**config.mk**
```make
export PLATFORM = sky130hd
export DESIGN_NAME = lcd_window_fill_sequencer
export DESIGN_NICKNAME = d
export VERILOG_FILES = /design/src/rtl/lwfs_pkg.sv /design/src/rtl/lcd_window_fill_sequencer.sv /design/src/rtl/lwfs_front.sv /design/src/rtl/lwfs_queue.sv /design/src/rtl/lwfs_back.sv
export SDC_FILE = /design/constraint.sdc
export NUM_CORES = 1
export LEC_CHECK = 0
export ABC_AREA = 1
export BUFFER_PORTS_ARGS = -buffer_cell sky130_fd_sc_hd__buf_2
export CAP_MARGIN = 20
export CORE_UTILIZATION = 55
export CTS_CLUSTER_SIZE = 20
export DETAILED_ROUTE_END_ITERATION = 6
export PLACE_DENSITY_LB_ADDON = 0.05
export SLEW_MARGIN = 20
export SYNTH_ARGS = -nofsm -noshare
export SYNTH_HDL_FRONTEND = slang
export SYNTH_HIERARCHICAL = 1
export SYNTH_SLANG_ARGS = --single-unit
```
**constraint.sdc**
```tcl
create_clock -name clock -period 9.6 [get_ports clock]
set_input_delay 2.4 -clock clock [delete_from_list [all_inputs] [get_ports clock]]
set_output_delay 2.4 -clock clock [all_outputs]
set_load 0.02 [all_outputs]
```
**src/rtl/lwfs_pkg.sv**
```systemverilog
// ----------------------------------------------------------------------------
// lwfs_pkg
// types and constants shared by the window fill sequencer modules
// ----------------------------------------------------------------------------
package lwfs_pkg;

   // controller command codes
   localparam logic [15:0] CMD_COLUMN_ADDR  = 16'h002A;
   localparam logic [15:0] CMD_ROW_ADDR     = 16'h002B;
   localparam logic [15:0] CMD_MEMORY_WRITE = 16'h002C;

   // saturation value of the repeat count
   localparam logic [16:0] REPEAT_MAX = 17'h1FFFF;

   // window queue between front and back
   localparam int QUEUE_DEPTH = 2;
   localparam int QCNT_W      = $clog2(QUEUE_DEPTH + 1);

   // one draw request
   typedef struct packed {
      logic        req_type;
      logic [15:0] x_start;
      logic [15:0] y_start;
      logic [15:0] rect_width;
      logic [15:0] rect_height;
      logic [15:0] pixel_color;
   } lwfs_req_type;

   // one bus write
   typedef struct packed {
      logic        is_data;
      logic [15:0] bus_word;
      logic [16:0] repeat_count;
      logic        last_write;
   } lwfs_rsp_type;

   // a classified, clipped window ready to be sent
   typedef struct packed {
      logic [15:0] x0;
      logic [15:0] x1;
      logic [15:0] y0;
      logic [15:0] y1;
      logic [15:0] color;
      logic [16:0] count;
   } lwfs_window_type;

   // queue status seen by front and back
   typedef struct packed {
      logic              empty;
      logic [QCNT_W-1:0] count;
   } lwfs_qstat_type;

endpackage

```
**src/rtl/lcd_window_fill_sequencer.sv**
```systemverilog
// ----------------------------------------------------------------------------
// lcd_window_fill_sequencer
// turns dot and rectangle requests into display controller bus writes
// ----------------------------------------------------------------------------
//
//   channel   handshake            payload          direction
//   request   start / busy         req_payload      in
//   result    rsp_strobe           rsp_payload      out
//
// a drawn request produces twelve writes, one per cycle, the first one after
// its transfer passes both front stages, the queue, the sequencer load and
// the output register
// the back sequencer sets the sustained rate, with no gap between the writes
// of successive requests
// dropped requests (off screen or empty) are accepted and emit nothing
// busy rises while two windows are held in the front stages and queue together
// synchronous reset clears all control state; the receiver cannot stall
// ----------------------------------------------------------------------------
module lcd_window_fill_sequencer #(
   parameter int SCREEN_WIDTH  = 240,
   parameter int SCREEN_HEIGHT = 320
) (
   input  logic                   clock,
   input  logic                   reset,
   input  logic                   start,
   output logic                   busy,
   input  lwfs_pkg::lwfs_req_type req_payload,
   output logic                   rsp_strobe,
   output lwfs_pkg::lwfs_rsp_type rsp_payload
);
   import lwfs_pkg::*;

   logic            push;
   logic            pop;
   lwfs_window_type push_window;
   lwfs_window_type head_window;
   lwfs_qstat_type  qstat;

   // classify, clip and count
   lwfs_front #(
      .SCREEN_WIDTH  (SCREEN_WIDTH),
      .SCREEN_HEIGHT (SCREEN_HEIGHT)
   ) u_front (
      .clock       (clock),
      .reset       (reset),
      .start       (start),
      .busy        (busy),
      .req_payload (req_payload),
      .qstat       (qstat),
      .push        (push),
      .push_window (push_window)
   );

   // window queue
   lwfs_queue u_queue (
      .clock       (clock),
      .reset       (reset),
      .push        (push),
      .push_window (push_window),
      .pop         (pop),
      .head_window (head_window),
      .qstat       (qstat)
   );

   // bus write sequencer
   lwfs_back u_back (
      .clock       (clock),
      .reset       (reset),
      .qstat       (qstat),
      .head_window (head_window),
      .pop         (pop),
      .rsp_strobe  (rsp_strobe),
      .rsp_payload (rsp_payload)
   );

endmodule

```
**src/rtl/lwfs_front.sv**
```systemverilog
// ----------------------------------------------------------------------------
// lwfs_front
// accepts requests, drops off-screen and empty ones, clips the far edges and
// forms the pixel count over two pipeline stages
// ----------------------------------------------------------------------------
module lwfs_front #(
   parameter int SCREEN_WIDTH  = 240,
   parameter int SCREEN_HEIGHT = 320
) (
   input  logic                     clock,
   input  logic                     reset,
   input  logic                     start,
   output logic                     busy,
   input  lwfs_pkg::lwfs_req_type   req_payload,
   input  lwfs_pkg::lwfs_qstat_type qstat,
   output logic                     push,
   output lwfs_pkg::lwfs_window_type push_window
);
   import lwfs_pkg::*;

   localparam int XSPAN_W = $clog2(SCREEN_WIDTH + 1);
   localparam int YSPAN_W = $clog2(SCREEN_HEIGHT + 1);
   localparam int PROD_W  = XSPAN_W + YSPAN_W;

   localparam logic [15:0] X_LIMIT = 16'(SCREEN_WIDTH);
   localparam logic [15:0] Y_LIMIT = 16'(SCREEN_HEIGHT);
   localparam logic [15:0] X_LAST  = 16'(SCREEN_WIDTH - 1);
   localparam logic [15:0] Y_LAST  = 16'(SCREEN_HEIGHT - 1);

   logic               accept;
   logic               drawn;
   logic [16:0]        x_sum;
   logic [16:0]        y_sum;
   logic [15:0]        x_end;
   logic [15:0]        y_end;
   logic [15:0]        x_diff;
   logic [15:0]        y_diff;
   logic [QCNT_W:0]    inflight;

   // stage 1: clipped window and spans
   logic               s1_valid_ff, s1_valid_in;
   logic [15:0]        s1_x0_ff, s1_x1_ff, s1_y0_ff, s1_y1_ff, s1_color_ff;
   logic [XSPAN_W-1:0] s1_xspan_ff;
   logic [YSPAN_W-1:0] s1_yspan_ff;

   // stage 2: window with product
   logic               s2_valid_ff, s2_valid_in;
   logic [15:0]        s2_x0_ff, s2_x1_ff, s2_y0_ff, s2_y1_ff, s2_color_ff;
   logic [PROD_W-1:0]  s2_prod_ff;
   logic [31:0]        prod_ext;

   // credit check: every item in the pipe owns a queue slot
   assign inflight = (QCNT_W + 1)'(s1_valid_ff) + (QCNT_W + 1)'(s2_valid_ff)
                   + {1'b0, qstat.count};
   assign busy     = inflight >= (QCNT_W + 1)'(QUEUE_DEPTH);
   assign accept   = start && !busy;

   // classify and clip
   always_comb begin
      x_sum = {1'b0, req_payload.x_start} + {1'b0, req_payload.rect_width} - 17'd1;
      y_sum = {1'b0, req_payload.y_start} + {1'b0, req_payload.rect_height} - 17'd1;
      drawn = (req_payload.x_start < X_LIMIT) && (req_payload.y_start < Y_LIMIT)
           && (!req_payload.req_type
               || (req_payload.rect_width != 16'd0 && req_payload.rect_height != 16'd0));
      if (!req_payload.req_type) begin
         x_end = req_payload.x_start;
         y_end = req_payload.y_start;
      end else begin
         x_end = (x_sum >= {1'b0, X_LIMIT}) ? X_LAST : x_sum[15:0];
         y_end = (y_sum >= {1'b0, Y_LIMIT}) ? Y_LAST : y_sum[15:0];
      end
      x_diff = x_end - req_payload.x_start + 16'd1;
      y_diff = y_end - req_payload.y_start + 16'd1;
   end

   assign s1_valid_in = accept && drawn;
   assign s2_valid_in = s1_valid_ff;

   // control registers
   always_ff @(posedge clock) begin
      if (reset) begin
         s1_valid_ff <= 1'b0;
         s2_valid_ff <= 1'b0;
      end else begin
         s1_valid_ff <= s1_valid_in;
         s2_valid_ff <= s2_valid_in;
      end
   end

   // payload registers
   always_ff @(posedge clock) begin
      s1_x0_ff    <= req_payload.x_start;
      s1_x1_ff    <= x_end;
      s1_y0_ff    <= req_payload.y_start;
      s1_y1_ff    <= y_end;
      s1_color_ff <= req_payload.pixel_color;
      s1_xspan_ff <= x_diff[XSPAN_W-1:0];
      s1_yspan_ff <= y_diff[YSPAN_W-1:0];
      s2_x0_ff    <= s1_x0_ff;
      s2_x1_ff    <= s1_x1_ff;
      s2_y0_ff    <= s1_y0_ff;
      s2_y1_ff    <= s1_y1_ff;
      s2_color_ff <= s1_color_ff;
      s2_prod_ff  <= PROD_W'(s1_xspan_ff) * PROD_W'(s1_yspan_ff);
   end

   // saturate the count and hand the window to the queue
   assign prod_ext = 32'(s2_prod_ff);
   assign push     = s2_valid_ff;
   always_comb begin
      push_window.x0    = s2_x0_ff;
      push_window.x1    = s2_x1_ff;
      push_window.y0    = s2_y0_ff;
      push_window.y1    = s2_y1_ff;
      push_window.color = s2_color_ff;
      push_window.count = (prod_ext > 32'(REPEAT_MAX)) ? REPEAT_MAX : prod_ext[16:0];
   end

endmodule

```
**src/rtl/lwfs_queue.sv**
```systemverilog
// ----------------------------------------------------------------------------
// lwfs_queue
// short window queue that decouples the front from the back
// ----------------------------------------------------------------------------
module lwfs_queue (
   input  logic                      clock,
   input  logic                      reset,
   input  logic                      push,
   input  lwfs_pkg::lwfs_window_type push_window,
   input  logic                      pop,
   output lwfs_pkg::lwfs_window_type head_window,
   output lwfs_pkg::lwfs_qstat_type  qstat
);
   import lwfs_pkg::*;

   localparam int PTR_W = (QUEUE_DEPTH > 1) ? $clog2(QUEUE_DEPTH) : 1;
   localparam logic [PTR_W-1:0] PTR_LAST = PTR_W'(QUEUE_DEPTH - 1);

   lwfs_window_type   slot_ff [QUEUE_DEPTH];
   logic [PTR_W-1:0]  wr_ptr_ff, wr_ptr_in;
   logic [PTR_W-1:0]  rd_ptr_ff, rd_ptr_in;
   logic [QCNT_W-1:0] count_ff, count_in;

   // pointer and count update
   always_comb begin
      wr_ptr_in = wr_ptr_ff;
      rd_ptr_in = rd_ptr_ff;
      count_in  = count_ff;
      if (push) begin
         wr_ptr_in = (wr_ptr_ff == PTR_LAST) ? '0 : wr_ptr_ff + 1'b1;
      end
      if (pop) begin
         rd_ptr_in = (rd_ptr_ff == PTR_LAST) ? '0 : rd_ptr_ff + 1'b1;
      end
      if (push && !pop) begin
         count_in = count_ff + 1'b1;
      end else if (pop && !push) begin
         count_in = count_ff - 1'b1;
      end
   end

   always_ff @(posedge clock) begin
      if (reset) begin
         wr_ptr_ff <= '0;
         rd_ptr_ff <= '0;
         count_ff  <= '0;
      end else begin
         wr_ptr_ff <= wr_ptr_in;
         rd_ptr_ff <= rd_ptr_in;
         count_ff  <= count_in;
      end
   end

   // storage
   always_ff @(posedge clock) begin
      if (push) begin
         slot_ff[wr_ptr_ff] <= push_window;
      end
   end

   assign head_window = slot_ff[rd_ptr_ff];
   assign qstat.empty = (count_ff == '0);
   assign qstat.count = count_ff;

   // no transfer into a full queue
   a_no_overflow: assert property (@(posedge clock) disable iff (reset)
      push |-> (count_ff < QCNT_W'(QUEUE_DEPTH)) || pop)
      else $error("window queue overflow");

   // no pop from an empty queue
   a_no_underflow: assert property (@(posedge clock) disable iff (reset)
      pop |-> count_ff != '0)
      else $error("window queue underflow");

   // occupancy follows the transfers
   a_count_up: assert property (@(posedge clock) disable iff (reset)
      (push && !pop) |=> count_ff == QCNT_W'($past(count_ff) + 1'b1))
      else $error("window queue count lost a push");

   a_count_down: assert property (@(posedge clock) disable iff (reset)
      (pop && !push) |=> count_ff == QCNT_W'($past(count_ff) - 1'b1))
      else $error("window queue count lost a pop");

endmodule

```
**src/rtl/lwfs_back.sv**
```systemverilog
// ----------------------------------------------------------------------------
// lwfs_back
// sends one window as twelve bus writes, one per cycle, and moves straight
// on to the next queued window
// ----------------------------------------------------------------------------
module lwfs_back (
   input  logic                      clock,
   input  logic                      reset,
   input  lwfs_pkg::lwfs_qstat_type  qstat,
   input  lwfs_pkg::lwfs_window_type head_window,
   output logic                      pop,
   output logic                      rsp_strobe,
   output lwfs_pkg::lwfs_rsp_type    rsp_payload
);
   import lwfs_pkg::*;

   typedef enum logic [3:0] {
      BEAT_COL_CMD,
      BEAT_XS_HI,
      BEAT_XS_LO,
      BEAT_XE_HI,
      BEAT_XE_LO,
      BEAT_ROW_CMD,
      BEAT_YS_HI,
      BEAT_YS_LO,
      BEAT_YE_HI,
      BEAT_YE_LO,
      BEAT_MEM_CMD,
      BEAT_COLOR
   } beat_type;

   logic            active_ff;
   beat_type        beat_ff;
   lwfs_window_type cur_ff;
   logic            strobe_ff;
   lwfs_rsp_type    rsp_ff;
   lwfs_rsp_type    word;
   logic            done;

   // write for the current beat
   always_comb begin
      word.is_data      = 1'b1;
      word.bus_word     = 16'd0;
      word.repeat_count = 17'd1;
      word.last_write   = 1'b0;
      unique case (beat_ff)
         BEAT_COL_CMD: begin
            word.is_data  = 1'b0;
            word.bus_word = CMD_COLUMN_ADDR;
         end
         BEAT_XS_HI:   word.bus_word = {8'd0, cur_ff.x0[15:8]};
         BEAT_XS_LO:   word.bus_word = {8'd0, cur_ff.x0[7:0]};
         BEAT_XE_HI:   word.bus_word = {8'd0, cur_ff.x1[15:8]};
         BEAT_XE_LO:   word.bus_word = {8'd0, cur_ff.x1[7:0]};
         BEAT_ROW_CMD: begin
            word.is_data  = 1'b0;
            word.bus_word = CMD_ROW_ADDR;
         end
         BEAT_YS_HI:   word.bus_word = {8'd0, cur_ff.y0[15:8]};
         BEAT_YS_LO:   word.bus_word = {8'd0, cur_ff.y0[7:0]};
         BEAT_YE_HI:   word.bus_word = {8'd0, cur_ff.y1[15:8]};
         BEAT_YE_LO:   word.bus_word = {8'd0, cur_ff.y1[7:0]};
         BEAT_MEM_CMD: begin
            word.is_data  = 1'b0;
            word.bus_word = CMD_MEMORY_WRITE;
         end
         BEAT_COLOR: begin
            word.bus_word     = cur_ff.color;
            word.repeat_count = cur_ff.count;
            word.last_write   = 1'b1;
         end
         default: word.bus_word = 16'd0;
      endcase
   end

   // take the next window when idle or on the final beat
   assign done = !active_ff || (beat_ff == BEAT_COLOR);
   assign pop  = done && !qstat.empty;

   // sequencer state and registered outputs
   always_ff @(posedge clock) begin
      if (reset) begin
         active_ff <= 1'b0;
         beat_ff   <= BEAT_COL_CMD;
         strobe_ff <= 1'b0;
      end else begin
         strobe_ff <= active_ff;
         if (pop) begin
            active_ff <= 1'b1;
            beat_ff   <= BEAT_COL_CMD;
         end else if (done) begin
            active_ff <= 1'b0;
            beat_ff   <= BEAT_COL_CMD;
         end else begin
            beat_ff   <= beat_type'(beat_ff + 4'd1);
         end
      end
   end

   always_ff @(posedge clock) begin
      rsp_ff <= word;
      if (pop) begin
         cur_ff <= head_window;
      end
   end

   assign rsp_strobe  = strobe_ff;
   assign rsp_payload = rsp_ff;

endmodule
```
==> results.toml, run 1 <==
[run_status]
status = "finished clean"

[cts]
worst_skew_pair.late_latency_ns = 0.57
path_clk_slew_ns = 0.06
cts_max_level = 2
cts_tree = "done"
cts_sinks = 533
clock-root-buffer = "clkbuf_16"
cts-resized-gates = 0
cts_setup_buffers = 0
hold_buffers = 0
clock_path_buffers = 3
cts_buffers = 51

[yosys]
seq_area_frac_synth = 0.5970
synth_edf_count = 291
syn_inst = 2036
yosys_register_bits = 533
ys_warn_count = 6
synthesis.nets = 2299
post_synth_num_cell_types = 46
yosys.area.top_type = "edfxtp_1"
synth_top_area_frac = 0.3841
synth_top_flop_cell = "edfxtp_1"
yosysMostFrequentCell = "inv_1"
postSynth.asyncResetShare = 0
syn_area_um2 = 22750
ys_top_cells_by_area = "edfxtp_1 38%, dfxtp_1 21%, ha_1 7.3%, inv_1 6.5%, nand2_1 5.7%"
synthTopCellsByCount = "395 x inv_1, 345 x nand2_1, 291 x edfxtp_1"
syn_area_per_cell_um2 = 11.18

[grt]
grt_antenna_before_repair = 1
grt_pass1_wl_um = 72050
first_global_vias = 13422
grt_max_degree = 62
grt_overflow = 0
grt_util_all_layers = 0.2233

[die]
die_y_um = 205.4
fp.dieW_um = 205.4
die_area_um2 = 42190
core_um2 = 40830
io_pins = 121
rows = 74
start_util = 0.5572

[detailed_routing]
drt-initial-drc-count = 940
dr.pass1.iters = 5
wl_per_cell_um = 16.79
via_per_inst = 4.965
ant_nets = 0
vias = 13514
wl_um = 45710
drc = 0

[timing]
drv_slew = 0
fin_skew_ns = 0.01361
whs_ns = 0.3188
maxSlewHeadroom = 0.3369
tns_ns = 0
timing.final.hold_violations = 0
period_share = 0.6721
clock.fmax_ghz = 0.1550
grt_setup_unrepaired = "false"
tightest_slew_ns = 0.9946
final-setup-viol-count = 0
period_minus_slack_ns = 6.452

[layout]
final_area_um2 = 25510
fin_util = 0.6247
areaGrowthSynthToFinish_pct = 12.10
layout-drive-gt1-share = 0.1530
nets = 2409

[critical_path]
end_kind = "register"
crit_fanout = 9
cp-start-kind = "input port"
slowest_stage = "fa_1"
required_ns = 10.07
worst_ep_arrival_time_ns = 6.92
crit_path_frequent_cell = "nand2_1"
worstSetupPathType = "in2reg"
cp_slowest_stage_delay_ns = 0.47

[placement]
dpl.hpwl_um = 33150
place_congestion = 0.8873
numPortBuffers = 120
postPlaceCellArea_um2 = 23750

[flow_run]
cap_violations = 0

[power]
powerDensity_nw_per_um2 = 312.9
finalPower_mw = 7.982
leakagePower_nw = 11.75
ir_drop_v = 0.0004123

[hold_path]
hp-class = "reg2reg"
[placed cells by master (no fill, tap or decap), types with 6 or more instances in the layout]
cell type and instances:
nor2_1 118, edfxtp_1 291, buf_4 8, a21oi_1 37, nor3_1 7, nand3b_1 7, clkbuf_1 6, mux2_2 67
xnor2_1 8, clkinv_2 13, nand4_1 52, nand3_2 6, dfxtp_1 241, ha_1 133, fa_1 46, inv_1 394
nand2_1 345, and2_1 6, mux2_4 30, o21ai_0 21, nand3_1 90, buf_2 120, xor2_1 23, clkbuf_16 54
[metal layers]
layer / vias to the layer above / share of wire / global-route usage
met5: - / 0 / 0
met4: 0 / 0.025 / 0.06905
met3: 70 / 0.038 / 0.02518
met2: 291 / 0.44 / 0.3463
met1: 6371 / 0.49 / 0.3294
li1: 6782 / - / -
[metrics by stage]
step                setup WS [ns]  instances
finish                      3.148       2722
global route                2.760       2722
CTS                         3.221       2721
detailed placement          2.648       2625
global placement            2.747       2625
floorplan                   2.897       2036
[layout make-up]
class / count / area [um^2]
antenna: 1 / 2.502
clock buffer: 66 / 1448
clock inverter: 30 / 307.8
fill: 3335 / 15330
inverter: 398 / 1498
multi-input combinational: 1034 / 7337
sequential: 533 / 13590
tap: 532 / 665.6
timing repair buffer: 128 / 660.6
[state kept, by name, summed over array words and instances, names as in the netlist, 2 cells and up, named ones only]
| signal | flops |
|---|---|
| u_front/s2_x0_ff | 16 |
| u_queue/slot_ff | 194 |
| u_back/cur_ff | 97 |
| u_back/rsp_payload | 35 |
| u_front/s1_yspan_ff | 9 |
| u_front/s1_x0_ff | 16 |
| u_front/s1_xspan_ff | 8 |
| u_front/s1_color_ff | 16 |
| u_front/s2_color_ff | 16 |
| u_front/s2_prod_ff | 17 |
| u_front/s2_y1_ff | 16 |
| u_queue/count_ff | 2 |
| u_front/s1_y1_ff | 16 |
| u_front/s2_x1_ff | 16 |
| u_front/s1_y0_ff | 16 |
| u_back/beat_ff | 4 |
| u_front/s2_y0_ff | 16 |
| u_front/s1_x1_ff | 16 |
[report_power, final]
part           internal, mW  switching, mW  total (mW)
logic                  1.14           1.74        2.89
clock network          1.19          0.848        2.04
registers              2.86          0.203        3.06
total                  5.19           2.79        7.98
[critical path, delay by kind of cell]
kind,cells,cell delay [ns]
AO/OA/AOI/OAI,5,0.74
AND/OR/NAND/NOR,16,1.75
buffers and inverters,5,0.39
adder cells (fa/ha/maj),5,1.62
[kinds of logic after synthesis]
| kind of cell | synth area share |
|---|---|
| flops | 0.5970 |
| mux | 0.05296 |
| xor+xnor | 0.01193 |
| simple gates | 0.1248 |
| buf+inv | 0.08139 |
| compound gates | 0.01831 |
| fa+ha+maj | 0.1136 |
[final timing paths]
kind                                             start  cells past startpoint  slack (ns)                      to
worst max-delay path                   req_payload[49]                     31        3.15  u_front/s1_yspan_ff[8]
worst min-delay path              u_front/s1_y0_ff[15]                      0        0.32    u_front/s2_y0_ff[15]
worst max register to register  u_front/s1_xspan_ff[7]                     18        4.75  u_front/s2_prod_ff[16]
worst min register to register    u_front/s1_y0_ff[15]                      0        0.32    u_front/s2_y0_ff[15]
(Power assumes the default switching activity.)
==> run 2: changes to the inputs <==
Settings changed: ABC_AREA 1 to 0.
Clock period 9.6 ns to 5.85 ns, I/O delays scaled along.
==> run 2 against run 1 <==
Compared with the run above: global-route usage down 0.61 points; clock power up 65%; first-iteration DRC count down 23%; die area down 3.6%; non-clock buffer count up 85; core utilization up 2.4 points; final area down 0.73%; critical path depth down 5; critical endpoint unchanged; highest routed layer unchanged; worst setup slack worse by 2.8 ns; area after synthesis down 3.6%.
==> results.toml, run 2 <==
[critical_path]
reg2reg_from = "u_front/s1_xspan_ff[7]"
r2r_end = "u_front/s2_prod_ff[15]"
r2r_slack_ns = 1.23
r2r_cells = 13
critPathBufInv = 4
worstSetupPathType = "in2reg"
required_ns = 6.32
slowest_stage = "fa_1"
crit_start = "req_payload[17]"
crit_fanout = 3
critPathTopFamily = "compound AO/OA/AOI/OAI gates"
cp-endpoint = "u_front/s1_yspan_ff[8]"
cp.depth = 26
end_kind = "register"
cp-start-kind = "input port"
worst_ep_arrival_time_ns = 5.94
crit_path_frequent_cell = "ha_1"
cp_slowest_stage_delay_ns = 0.42

[yosys]
syn_inst = 1606
postSynth.asyncResetShare = 0
syn_area_per_cell_um2 = 13.65
synth_top_flop_cell = "edfxtp_1"
ys_warn_count = 6
post_synth_num_cell_types = 86
yosys_register_bits = 533
ys_top_cells_by_area = "edfxtp_1 40%, dfxtp_1 22%, ha_1 7.6%, fa_1 4.2%, inv_1 3.6%"
yosys.area.top_type = "edfxtp_1"
synthTopCellsByCount = "291 x edfxtp_1, 242 x dfxtp_1, 212 x inv_1"
synth_top_area_frac = 0.3985
yosysMostFrequentCell = "edfxtp_1"
synthesis.nets = 1869
syn_area_um2 = 21930
seq_area_frac_synth = 0.6194
synth_edf_count = 291

[timing]
maxSlewHeadroom = 0.3506
fin_skew_ns = 0.01087
clock.fmax_ghz = 0.1829
whs_ns = 0.3251
period_minus_slack_ns = 5.468
grt_setup_unrepaired = "false"
timing.final.hold_violations = 0
final-setup-viol-count = 0
tightest_slew_ns = 0.9742
drv_slew = 0
period_share = 0.9347

[cts]
clock_path_buffers = 3
cts_setup_buffers = 0
worst_skew_pair.late_latency_ns = 0.58
cts_buffers = 52
path_clk_slew_ns = 0.06
cts_max_level = 2
cts_sinks = 533
hold_buffers = 0
cts_tree = "done"
clock-root-buffer = "clkbuf_16"

[detailed_routing]
wl_per_cell_um = 18.11
ant_nets = 0
vias = 12217
drt-initial-drc-count = 728
wl_um = 43070
via_per_inst = 5.138
drc = 0
dr.pass1.iters = 5

[placement]
place_congestion = 0.8506
numPortBuffers = 120
place_inst = 2280
dpl.hpwl_um = 30600

[die]
core_um2 = 39010
io_pins = 121
die_y_um = 201.7
fp.dieW_um = 201.7
die_area_um2 = 40670
rows = 72
start_util = 0.5622

[grt]
grt_max_degree = 61
first_global_vias = 12170
grt_overflow = 0
grt_antenna_before_repair = 0
grt_pass1_wl_um = 67590
grt_util_all_layers = 0.2173

[power]
powerDensity_nw_per_um2 = 491.9
ir_drop_v = 0.0007774
leakagePower_nw = 10.63

[layout]
nets = 2079
areaGrowthSynthToFinish_pct = 15.47
final_cell_mix = "291 x edfxtp_1, 240 x dfxtp_1, 212 x inv_1, 133 x ha_1, 120 x buf_2"
final_common_cell = "edfxtp_1"
instances_no_fill = 2378
regMostFlops = "u_queue/slot_ff"
largest_register_ffs = 194
diodes = 0
layout-drive-gt1-share = 0.2269

[run_status]
status = "finished clean"

[hold_path]
hp-class = "reg2reg"

[flow_run]
cap_violations = 0
## run 2: final cells by class
type                       instances  area [um^2]
tap                              518        648.1
multi-input combinational        802         7208
sequential                       533        13590
inverter                         214        803.3
clock buffer                      79         1577
clock inverter                    19        197.7
fill                            2950        13690
timing repair buffer             213         1299
## run 2: cell families (layout without fill, tap and decap cells)
logic type | after synthesis | after routing | share of synthesized area
AOI/OAI and AO/OA | 196 | 196 | 0.06442
xor gates and xnor gates | 48 | 48 | 0.01917
adders and majority gates | 179 | 179 | 0.1179
buffers and inverters | 271 | 525 | 0.05426
DFF | 533 | 533 | 0.6194
muxes | 106 | 106 | 0.05928
and+or+nand+nor | 273 | 273 | 0.06556
## run 2: worst min-delay path by stage
stage                                 start                       to  slack [ns]  cells after the start
detailed placement  u_front/s1_color_ff[15]  u_front/s2_color_ff[15]        0.31                      0
floorplan            u_front/s1_color_ff[0]   u_front/s2_color_ff[0]        0.31                      0
finish                  u_front/s1_x1_ff[9]      u_front/s2_x1_ff[9]        0.33                      0
CTS                     u_front/s1_y0_ff[1]      u_front/s2_y0_ff[1]        0.33                      0
global route            u_front/s1_y0_ff[4]      u_front/s2_y0_ff[4]        0.33                      0
global placement        u_front/s1_x0_ff[6]      u_front/s2_x0_ff[6]        0.31                      0
## run 2: what timing repair did
item,4_1_cts,5_1_grt
resized for setup,0,6
endpoints found under the setup margin,0,2
endpoints found under the hold margin,0,0
## run 2: power breakdown
group | total (mW) | leakage [nW] | switching (mW) | internal (mW)
sequential | 4.87 | 4.67 | 0.285 | 4.58
combinational | 4.23 | 5.09 | 2.28 | 1.95
clock | 3.36 | 0.876 | 1.36 | 2.00
## run 2: routing by layer
layer	track usage	wire length, um
met1	0.3277	21370
met2	0.3287	19050
met5	0	0
met3	0.03596	1903
met4	0.05087	743
## run 2: metrics by stage
step           setup TNS, ns  total power [mW]  utilization  setup WS (ns)  area [um^2]
4_1_cts                    0             12.59       0.6486         0.3199        25300
3_3_place_gp         -0.3979             9.147       0.6031        -0.2927        23530
3_5_place_dp         -0.5738             9.182       0.6031        -0.2912        23530
6_report                   0             12.46       0.6491         0.3818        25320
5_1_grt                    0             13.39       0.6491       0.005774        25320
2_1_floorplan              0             8.205            -       0.008960        21940
==> run 3: changes to the inputs <==
Settings changed: CELL_PAD_IN_SITES_DETAIL_PLACEMENT set to 0, CELL_PAD_IN_SITES_GLOBAL_PLACEMENT set to 1, CORE_UTILIZATION 55 to 46.
==> run 3 against run 2 <==
Compared with the run above: the flow now finishes with violations (DRC); clock-buffer cell count is 5 lower; final cell count up 4.5%; power increased by 2.4%; global-route usage is 2.5 points lower; clock skew up 0.0018 ns; final area grew 1.2%; via count grew 0.68%; critical path type unchanged.
==> results.toml, run 3 (synthesis results as in run 2) <==
[run_status]
status = "complete, but fails checks"
violations = "DRC"

[layout]
nets = 2097
final_cell_mix = "291 x edfxtp_1, 241 x dfxtp_1, 212 x inv_1, 133 x ha_1, 120 x buf_2"
largest_register_ffs = 194
regMostFlops = "u_queue/slot_ff"
diodes = 0
areaGrowthSynthToFinish_pct = 16.86
multi_input_area_um2 = 7209
regArea_um2 = 13590
fillerInstances = 4001
final_common_cell = "edfxtp_1"
layout-drive-gt1-share = 0.2358

[grt]
first_global_vias = 12050
grt_pass1_wl_um = 70100
grt_max_degree = 60
grt_util_all_layers = 0.1921
grt_antenna_before_repair = 1
grt_overflow = 0

[detailed_routing]
via_per_inst = 4.948
vias = 12300
ant_nets = 0
drc = 6
wl_um = 45930
dr.pass1.iters = 7
wl_per_cell_um = 18.48
drt-initial-drc-count = 691

[placement]
dpl.hpwl_um = 32680
place_congestion = 0.8302
numPortBuffers = 120

[critical_path]
r2r_slack_ns = 1.02
cp-endpoint = "u_front/s1_yspan_ff[8]"
crit_start = "req_payload[17]"
r2r_end = "u_front/s2_prod_ff[15]"
worstSetupPathType = "in2reg"
end_kind = "register"
worst_ep_arrival_time_ns = 6.00
r2r_cells = 15
cp-start-kind = "input port"
required_ns = 6.31
reg2reg_from = "u_front/s1_xspan_ff[4]"
crit_fanout = 4

[cts]
cts_setup_buffers = 0
cts-resized-gates = 0
worst_skew_pair.late_latency_ns = 0.58
cts_tree = "done"
cts_max_level = 2
cts_buffers = 53
clock_path_buffers = 3
path_clk_slew_ns = 0.06
hold_buffers = 0
cts_sinks = 533
clock-root-buffer = "clkbuf_16"

[die]
fp.dieW_um = 220.3
core_um2 = 46750
start_util = 0.4690
die_y_um = 220.3
io_pins = 121
rows = 79
die_area_um2 = 48550

[power]
leakagePower_nw = 10.75
ir_drop_v = 0.0005230
powerDensity_nw_per_um2 = 497.6

[flow_run]
cap_violations = 0

[timing]
timing.final.hold_violations = 0
fin_skew_ns = 0.01264
drv_slew = 0
tightest_slew_ns = 0.9956
tns_ns = 0
maxSlewHeadroom = 0.3363
period_share = 0.9475
final-setup-viol-count = 0
clock.fmax_ghz = 0.1804
grt_setup_unrepaired = "false"
period_minus_slack_ns = 5.543
whs_ns = 0.3223

[hold_path]
hp-class = "reg2reg"
-- run 3: cell types whose count changed in the layout (fill, tap and decap cells not counted), sizes merged --
cell	before	now
clkinvlp	0	2
buf	213	230
inv	216	217
bufinv	3	5
clkbuf	79	74
clkinv	14	16
-- run 3: how the worst min path moves through the flow --
stage                                 start  cells after the start                 endpoint
floorplan            u_front/s1_color_ff[0]                      0   u_front/s2_color_ff[0]
global placement       u_front/s1_x0_ff[13]                      0     u_front/s2_x0_ff[13]
detailed placement   u_front/s1_color_ff[5]                      0   u_front/s2_color_ff[5]
CTS                 u_front/s1_color_ff[13]                      0  u_front/s2_color_ff[13]
global route        u_front/s1_color_ff[13]                      0  u_front/s2_color_ff[13]
finish              u_front/s1_color_ff[11]                      0  u_front/s2_color_ff[11]
-- run 3: power breakdown --
group | switching [mW] | total, mW | internal (mW)
Sequential | 0.286 | 4.87 | 4.58
Clock | 1.39 | 3.49 | 2.10
Combinational | 2.42 | 4.39 | 1.97
Total | 4.10 | 12.8 | 8.65
-- run 3: worst max-delay path, stage by stage --
cell	delay, ns
buf_2	0.09
inv_1	0.05
ha_1	0.28
inv_1	0.04
ha_1	0.22
fa_1	0.43
a211oi_1	0.25
nor2_1	0.09
o211ai_1	0.27
nand2_1	0.11
xnor2_1	0.15
nor4_2	0.29
o211a_2	0.24
nand2_1	0.11
a2bb2oi_1	0.18
ha_1	0.31
ha_1	0.29
a21o_1	0.17
a21oi_2	0.15
o21ai_0	0.13
o21ai_0	0.16
nand2b_1	0.08
a21oi_1	0.17
xor2_1	0.19
xnor2_1	0.08
-- run 3: stage by stage --
stage	power (mW)	worst slack (ns)	area [um^2]	util	cells
after CTS	12.90	0.2673	25610	0.5477	2486
after floorplan	8.205	0.008960	21940	-	1606
after global placement	9.334	-0.2624	23770	0.5083	2386
after detailed placement	9.339	-0.3380	23770	0.5083	2386
after global routing	13.71	0.02008	25630	0.5481	2486
final	12.75	0.3072	25630	0.5481	2486
-- run 3: metal layers --
layer	routed length (um)	vias up	track usage
met4	765	0	0.04759
met3	1816	46	0.03271
li1	-	6064	-
met2	19950	209	0.2839
met1	23390	5981	0.2919
met5	0	-	0
-- run 3: final cells by class --
type / count / area share
timing repair buffer: 230 / 0.05566
inverter: 214 / 0.03135
sequential: 533 / 0.5302
clock buffer: 74 / 0.06123
multi-input combinational: 802 / 0.2813
clock inverter: 26 / 0.01060
tap: 607 / 0.02964
